`config.mk`:
```
export PLATFORM = sky130hd
export DESIGN_NAME = hgs_divz
export DESIGN_NICKNAME = d
export VERILOG_FILES = /design/src/design/hgs_pkg.sv /design/src/design/hgs_divz.sv
export SDC_FILE = /design/constraint.sdc
export NUM_CORES = 1
export LEC_CHECK = 0
export BUFFER_PORTS_ARGS = -buffer_cell sky130_fd_sc_hd__buf_2
export CAP_MARGIN = 20
export CELL_PAD_IN_SITES_DETAIL_PLACEMENT = 0
export CELL_PAD_IN_SITES_GLOBAL_PLACEMENT = 1
export CORE_MARGIN = 3
export CORE_UTILIZATION = 45
export CTS_CLUSTER_SIZE = 14
export DETAILED_ROUTE_END_ITERATION = 6
export PLACE_DENSITY = 0.82
export SLEW_MARGIN = 20
export SYNTH_ARGS = -nofsm -noshare
export SYNTH_HDL_FRONTEND = slang
export SYNTH_SLANG_ARGS = --single-unit
```
`constraint.sdc`:
```
create_clock -name clk -period 4.6 [get_ports clk]
set_clock_uncertainty 0.15 [all_clocks]
set_input_delay 0.69 -clock clk [delete_from_list [all_inputs] [get_ports clk]]
set_output_delay 0.69 -clock clk [all_outputs]
set_load 0.01 [all_outputs]
```
`src/design/hgs_pkg.sv`:
```
// Shared types, sizes and the decay table for the heavy guardian sketch.
// Used by hgs_divz, heavy_guardian_sketch and the testbench; depends on nothing.
package hgs_pkg;

    localparam int BUCKETS          = 1024;
    localparam int SLOTS_PER_BUCKET = 8;
    localparam int DECAY_BASE_X1000 = 1080;

    localparam int BKT_W  = (BUCKETS > 1) ? $clog2(BUCKETS) : 1;
    localparam int SLOT_W = (SLOTS_PER_BUCKET > 1) ? $clog2(SLOTS_PER_BUCKET) : 1;
    localparam int FP_W   = 16;
    localparam int CNT_W  = 32;
    localparam int RND_W  = 31;
    localparam int REQ_W  = 2;

    // Request kinds
    localparam logic [REQ_W-1:0] REQ_UPDATE = 2'd0;
    localparam logic [REQ_W-1:0] REQ_EST    = 2'd1;

    localparam logic [CNT_W-1:0] CNT_MAX = {CNT_W{1'b1}};

    // Decay table: two halves of 256 entries, counts from 512 up read the last entry
    localparam int ROM_HALF  = 256;
    localparam int ROM_IDX_W = 9;
    localparam int FRAC_BITS = 20;

    typedef logic [ROM_HALF-1:0][CNT_W-1:0] rom_half_t;

    typedef struct packed {
        logic [CNT_W-1:0] cnt;
        logic [FP_W-1:0]  fp;
    } slot_t;

    typedef slot_t [SLOTS_PER_BUCKET-1:0] row_t;

    typedef struct packed {
        logic done;
        logic zero;
    } div_status_t;

    // Fixed-point powers of the decay base, floored at every step
    function automatic rom_half_t build_rom(input int start);
        rom_half_t   r;
        logic [63:0] p;
        logic [63:0] v;
        r = '0;
        p = 64'd1 << FRAC_BITS;
        for (int c = 0; c < start + ROM_HALF; c++)
        begin
            v = p >> FRAC_BITS;
            if (v >= (64'd1 << 31))
                v = 64'd1 << 31;
            if (v < 64'd1)
                v = 64'd1;
            if (c >= start)
                r[c - start] = v[CNT_W-1:0];
            p = p * DECAY_BASE_X1000 / 1000;
            if (p > (64'd1 << 51))
                p = 64'd1 << 51;
        end
        return r;
    endfunction

    localparam rom_half_t ROM_LO = build_rom(0);
    localparam rom_half_t ROM_HI = build_rom(ROM_HALF);

endpackage

```
`src/design/hgs_divz.sv`:
```
// Bit-serial restoring divider that reports whether the remainder is zero.
// Depends on hgs_pkg.
module hgs_divz import hgs_pkg::*; (
    input  logic             clk,
    input  logic             rst_n,
    input  logic             start,
    input  logic [RND_W-1:0] dividend,
    input  logic [CNT_W-1:0] divisor,
    output div_status_t      status
);

    logic [CNT_W-1:0] rem_reg, rem_next;
    logic [RND_W-1:0] quo_reg;
    logic [CNT_W-1:0] div_reg;
    logic [4:0]       cnt_reg;
    logic             busy_reg;
    div_status_t      status_reg;
    logic [CNT_W:0]   trial;
    logic [CNT_W:0]   diff;

    // One quotient bit per cycle
    always_comb
    begin
        trial = {rem_reg, quo_reg[RND_W-1]};
        diff  = trial - {1'b0, div_reg};
        if (trial >= {1'b0, div_reg})
            rem_next = diff[CNT_W-1:0];
        else
            rem_next = trial[CNT_W-1:0];
    end

    always_ff @(posedge clk or negedge rst_n)
    begin
        if (!rst_n)
        begin
            busy_reg   <= 1'b0;
            status_reg <= '0;
        end
        else
        begin
            status_reg <= '0;
            if (start)
            begin
                busy_reg <= 1'b1;
                cnt_reg  <= 5'(RND_W - 1);
                rem_reg  <= '0;
                quo_reg  <= dividend;
                div_reg  <= divisor;
            end
            else if (busy_reg)
            begin
                rem_reg <= rem_next;
                quo_reg <= {quo_reg[RND_W-2:0], 1'b0};
                cnt_reg <= cnt_reg - 5'd1;
                if (cnt_reg == 5'd0)
                begin
                    busy_reg        <= 1'b0;
                    status_reg.done <= 1'b1;
                    status_reg.zero <= (rem_next == '0);
                end
            end
        end
    end

    assign status = status_reg;

endmodule

```
==> results of run 1 <==
-- Yosys cell counts (2+ instances only) --
| master | n | area share [%] |
|---|---|---|
| or4_1 | 3 | 0.34 |
| o21a_1 | 12 | 1.4 |
| nand2_1 | 36 | 2.0 |
| nor2_1 | 64 | 3.6 |
| nand4_1 | 10 | 0.95 |
| o21bai_1 | 3 | 0.34 |
| a211oi_1 | 28 | 3.2 |
| nand2b_1 | 6 | 0.57 |
| nand3_1 | 9 | 0.68 |
| a21o_1 | 12 | 1.4 |
| dfrtp_1 | 3 | 1.1 |
| mux2i_1 | 35 | 5.3 |
| inv_1 | 49 | 2.8 |
| ha_1 | 33 | 6.3 |
| o211ai_1 | 6 | 0.68 |
| o31ai_1 | 2 | 0.23 |
| o21ai_0 | 15 | 1.1 |
| buf_6 | 2 | 0.34 |
| and2_1 | 3 | 0.28 |
| mux2_2 | 32 | 5.5 |
| clkbuf_1 | 16 | 0.91 |
| a211o_1 | 7 | 0.93 |
| nor4_1 | 7 | 0.66 |
| nor4b_2 | 3 | 0.68 |
| a31oi_1 | 4 | 0.38 |
| o21ai_1 | 6 | 0.45 |
| buf_1 | 3 | 0.17 |
| and3_1 | 2 | 0.19 |
| buf_4 | 2 | 0.23 |
| xor2_1 | 11 | 1.5 |
| xnor2_1 | 20 | 2.7 |
| nor4b_1 | 2 | 0.27 |
| a2111oi_0 | 3 | 0.40 |
| nor3_1 | 6 | 0.45 |
| a21oi_1 | 28 | 2.1 |
| nor2b_1 | 2 | 0.19 |
| edfxtp_1 | 100 | 45 |
| a211oi_2 | 2 | 0.38 |
| buf_2 | 9 | 0.68 |
-- logic make-up (layout without fill, tap and decap cells) --
family / after synthesis / after routing / synth area share, %
DFF: 103 / 103 / 46.6
buffers and inverters: 81 / 140 / 5.12
muxes: 67 / 67 / 10.8
and+or+nand+nor: 161 / 161 / 12.0
AOI/OAI and AO/OA: 141 / 141 / 14.8
adders and majority gates: 34 / 34 / 6.56
xor gates and xnor gates: 31 / 31 / 4.11
-- worst paths after layout --
path | cells after the start | startpoint | slack, ns | endpoint
hold / removal | 1 | rst_n | 0.08 | busy_reg
min in group clk | 1 | divisor[21] | 0.34 | div_reg[21]
setup reg to reg | 13 | quo_reg[30] | 0.73 | status[0]
setup / recovery | 13 | quo_reg[30] | 0.73 | status[0]
max in group asynchronous | 2 | rst_n | 3.47 | status[0]
hold reg to reg | 1 | quo_reg[21] | 0.40 | quo_reg[22]
-- cell usage in the layout (no fill, tap or decap), drive strengths merged, types with 11 or more instances in the layout --
cell      n
mux2     32
o21ai    22
buf      75
mux2i    35
inv      52
nand2    37
nor2     64
xnor2    20
edfxtp  100
nand4    11
o21a     12
a21oi    28
a21o     12
a211oi   30
xor2     11
ha       33
-- area by class of cell --
type	instances	area [um^2]	area share, %
sequential	103	3080	41.6
timing repair buffer	75	395	5.35
multi-input combinational	434	3190	43.2
clock buffer	9	225	3.05
clock inverter	7	93.8	1.27
inverter	49	184	2.49
tap	180	225	3.05
-- worst max-delay path, stage by stage (launching register included) --
cell and delay, ns:
edfxtp_1 0.38, inv_1 0.05, ha_1 0.21, fa_1 0.41, nand2b_1 0.19, a211oi_2 0.39
o21ai_1 0.23, o31a_1 0.28, o221a_2 0.14, nor4_2 0.29, nand4_1 0.16, a2111oi_2 0.39
o221ai_1 0.23, nor4b_2 0.28
-- metrics by stage --
stage | hold slack [ns] | total power [mW]
floorplan | 0.244 | 1.98
global placement | 0.378 | 2.23
detailed placement | 0.384 | 2.23
CTS | 0.0774 | 3.05
global route | 0.0796 | 3.21
finish | 0.0763 | 3.03
-- layer usage --
| metal | up-vias | global-route usage (%) | routed length, um |
|---|---|---|---|
| met5 | - | 0 | 0 |
| met4 | 0 | 6.06 | 270 |
| met3 | 19 | 5.56 | 751 |
| met2 | 104 | 32.5 | 7390 |
| met1 | 2388 | 26.4 | 7270 |
| li1 | 2410 | - | - |
-- power breakdown --
| part | switching, mW | internal [mW] | leakage, nW | total, mW |
|---|---|---|---|---|
| clock network | 0.411 | 0.394 | 0.154 | 0.805 |
| registers | 0.0708 | 1.15 | 1.01 | 1.22 |
| logic | 0.595 | 0.415 | 1.92 | 1.01 |
| total | 1.08 | 1.96 | 3.08 | 3.03 |
==> impl_results.md, run 1 <==
- Post-place setup slack: between 0.7 and 0.8 ns
- CP Max Fanout: 5
- Placed Cells: between 800 and 900
- Startpoint types: register
- Worst EP required: between 4 and 5 ns
- CTS buffer count: 9
- H-tree levels: 3
- Synth async-reset ratio: under 10%
- # nets final: 772
- Worst vdd ir: between 0.2 and 0.25 mV
- Root Driver: clkbuf_16
- Final Wtd Congestion: 0.951
- Routed wire length per instance: between 15 and 20 um
- Vias per cell: approximately 5.7
- Number of diodes: 0
- #FFs+latches synth: 103
- Total Routing Usage GR: approximately 20%
- Initial core utilization: a little under half
- Area grow syn2layout: 12.0%
- Detailed Route Iter0 Violations: 334
- Cell area after layout: ~0.0074 mm^2
- Rel. slew slack: between 30% and 40%
- First-pass GRT wire length: around 26 mm
- DP HPWL: 11.4 mm
- Pre-antenna DRT Iters: 4
- Post-synth EDFFs: 100
- # fillers: about 1,300
- Sequential element share of the synthesized area: 46.6%
- PortBufs: 67
- Power Dens Cells: approximately 400 mW/mm^2
- Crit path kind: register to register
- Final setup fails: 0
- Die Ht: 127 um
- Number of global-route vias before repair: just over 5,000
- Setup ws final: ~0.73 ns
- FP Rows: between 40 and 50
- Worst skew pair latency: ~0.37 ns
- Core Region: between 0.01 and 0.015 mm^2
- GR Overflow Total: 0
- Netlist Area Pre-Place: around 0.0066 mm^2
- Dpl cell area: around 0.007 mm^2
- Post-CTS Resized: 0
- Synth Flop Type: edfxtp_1
- Remaining antenna violation count: 0
- CTS sink cnt: between 100 and 150
- Hold crit path type: input pin to asynchronous set/reset pin
- Final min period: 3.87 ns
- Residual DRC: 0
- Cells after Synth: between 600 and 700
- Initial antenna violation count: 0
- # IOs: 68
- Fmax achieved: 258 MHz
- Synthesis Warnings: 0
- Setup_tns: 0 ns
- Mapped Avg Cell Area: 10.7 um^2
- Clock Tree Buf Depth: 2
- Largest net degree at the start of global routing: 62
- Fin. max-slew vios: 0
- Worst Path Arrival: 4.00 ns
- Crit path capture type: register
- Layout cells sized above 1: about a fifth
- Mapped Nets: roughly 720
- # Post-CTS Setup Buffers: 0
- Slew @ Worst Pin: roughly 0.98 ns
- Final Util: 52.5%
- Max cap viols: 0
- Cts hold-fix bufs: 0
- Hold Violations, Final: 0
- Final Non-Filler Cells: approximately 860
- Status: complete, no violations
- Die width: about 130 um
- Post-synth cell types: 61
- Tcrit/Tclk final: a little over four fifths
- Vias: just under 5,000
- TritonCTS clock tree: yes
- Aggregate routed wire length: approximately 16 mm
- Clk slew on worst S/H paths: 0.08 ns
- Die area: 0.0162 mm^2
- Unrepaired setup endpoints after global routing: false
- Leakage: ~3.1 nW
Note: power is estimated with default switching activity, not from simulation.
==> run 2, diff against run 1 <==
- clock period: 4.6 -> 3.7 ns (I/O delays scaled with it)
==> impl_results.md, run 2 (synthesized netlist as in run 1, its figures left out) <==
- Status: complete, no violations
- # fillers: 1,278
- GR Overflow Total: 0
- Clock Tree Buf Depth: 2
- Die width: 127 um
- Vias per cell: a little under 6
- Final setup fails: 0
- # IOs: between 60 and 70
- Startpoint types: register
- Layout cells sized above 1: about a quarter
- Remaining antenna violation count: 0
- Worst Path Arrival: about 3.7 ns
- First-pass GRT wire length: roughly 26 mm
- Cell area after layout: ~0.0077 mm^2
- Initial antenna violation count: 0
- Die area: around 0.016 mm^2
- Initial core utilization: between 40 and 50%
- Rel. slew slack: roughly 42%
- Worst skew pair latency: about 0.36 ns
- Final min period: about 3.5 ns
- Root Driver: clkbuf_16
- Die Ht: 127 um
- Cts hold-fix bufs: 0
- # nets final: just under 800
- Pre-antenna DRT Iters: 5
- Leakage: ~3.2 nW
- Max cap viols: 0
- H-tree levels: 3
- Fmax achieved: about 280 MHz
- Worst EP required: about 3.8 ns
- TritonCTS clock tree: yes
- CTS buffer count: 9
- Hold WS: ~0.034 ns
- Slew @ Worst Pin: 0.854 ns
- Residual DRC: 0
- Routing usage on met3: between 4 and 5%
- CP Max Fanout: 3
- DP HPWL: 11.9 mm
- Detailed Route Iter0 Violations: approximately 410
- Power Dens Cells: ~510 mW/mm^2
- Commonest non-fill, non-tap cell in the layout: edfxtp_1
- Setup_tns: 0 ns
- Core Region: roughly 0.014 mm^2
- Clk slew on worst S/H paths: 0.08 ns
- Final Wtd Congestion: just over 0.9
- PortBufs: between 60 and 70
- Area grow syn2layout: 16.1%
- Met1 usage: roughly 28%
- Crit path capture type: register
- Total Routing Usage GR: about a fifth
- GR Layer Usage met2: 31.6%
- Fin. max-slew vios: 0
- Aggregate routed wire length: about 16 mm
- Vias: 5,092
- Number of diodes: 0
- Dpl cell area: roughly 0.0072 mm^2
- FP Rows: 43
- Most frequent cells in the layout: 100 x edfxtp_1, 67 x buf_2, 63 x nor2_1, 49 x inv_1, 36 x nand2_1
- Largest net degree at the start of global routing: 52
- Busiest grt layer: met2
- Crit path kind: register to register
- CTS sink cnt: about 100
- Hold Violations, Final: 0
- Tcrit/Tclk final: a little over nine tenths
- Routed wire length per instance: around 18 um
- Hold crit path type: input pin to asynchronous set/reset pin
- Final Power: 3.90 mW
- Worst vdd ir: about 0.28 mV
- Number of global-route vias before repair: 5,022
run 2: cell count changes in the layout (fill, tap and decap cells not counted), sizes merged:
| cell | delta |
|---|---|
| buf | +24 |
run 2: worst paths after layout:
check | from | endpoint | slack [ns] | depth (start not counted)
max in group asynchronous | rst_n | status[0] | 2.65 | 2
max reg2reg | quo_reg[30] | status[0] | 0.17 | 14
min reg2reg | quo_reg[22] | quo_reg[23] | 0.40 | 1
max | quo_reg[30] | status[0] | 0.17 | 14
min in group clk | divisor[24] | div_reg[24] | 0.21 | 1
min | rst_n | busy_reg | 0.03 | 1
run 2: area by class of cell:
type | instances | area (um^2) | area share [%]
repair buffers | 99 | 579 | 7.56
clock inverters | 7 | 96.3 | 1.26
clock buffers | 9 | 225 | 2.94
inverters | 49 | 184 | 2.40
well taps | 180 | 225 | 2.94
multi-input cells | 434 | 3280 | 42.7
flip-flops and latches | 103 | 3080 | 40.2
run 2: through the flow:
stage	utilization, %	setup slack [ns]	cells
floorplan	-	0.342	618
global placement	51.3	0.109	862
detailed placement	51.3	0.0384	862
CTS	53.6	0.0179	878
global route	54.4	-0.0179	881
finish	54.4	0.165	881
run 2: critical path: stages (launching register included):
cell and delay [ns]:
edfxtp_1 0.38, inv_1 0.05, ha_1 0.22, fa_2 0.36, nand2b_4 0.17, a211oi_4 0.29
buf_6 0.15, o211ai_1 0.13, nand2_1 0.11, nor2_1 0.09, xnor2_2 0.19, or4_4 0.49
nor4b_2 0.28, o221ai_2 0.17, nor4b_2 0.22
run 2: timing repair:
item,in CTS,in global routing
endpoints found under the setup margin,0,2
resized for setup,0,23
buffers inserted,0,3
run 2: per-layer routing:
layer,wire length [um],share of wire (%)
met5,0,0
met4,353,2.2
met3,941,5.9
met2,7410,46
met1,7320,46
run 2: power breakdown:
group,switching [mW],internal (mW)
combinational,0.800,0.593
clock,0.511,0.494
sequential,0.0739,1.43
total,1.38,2.51
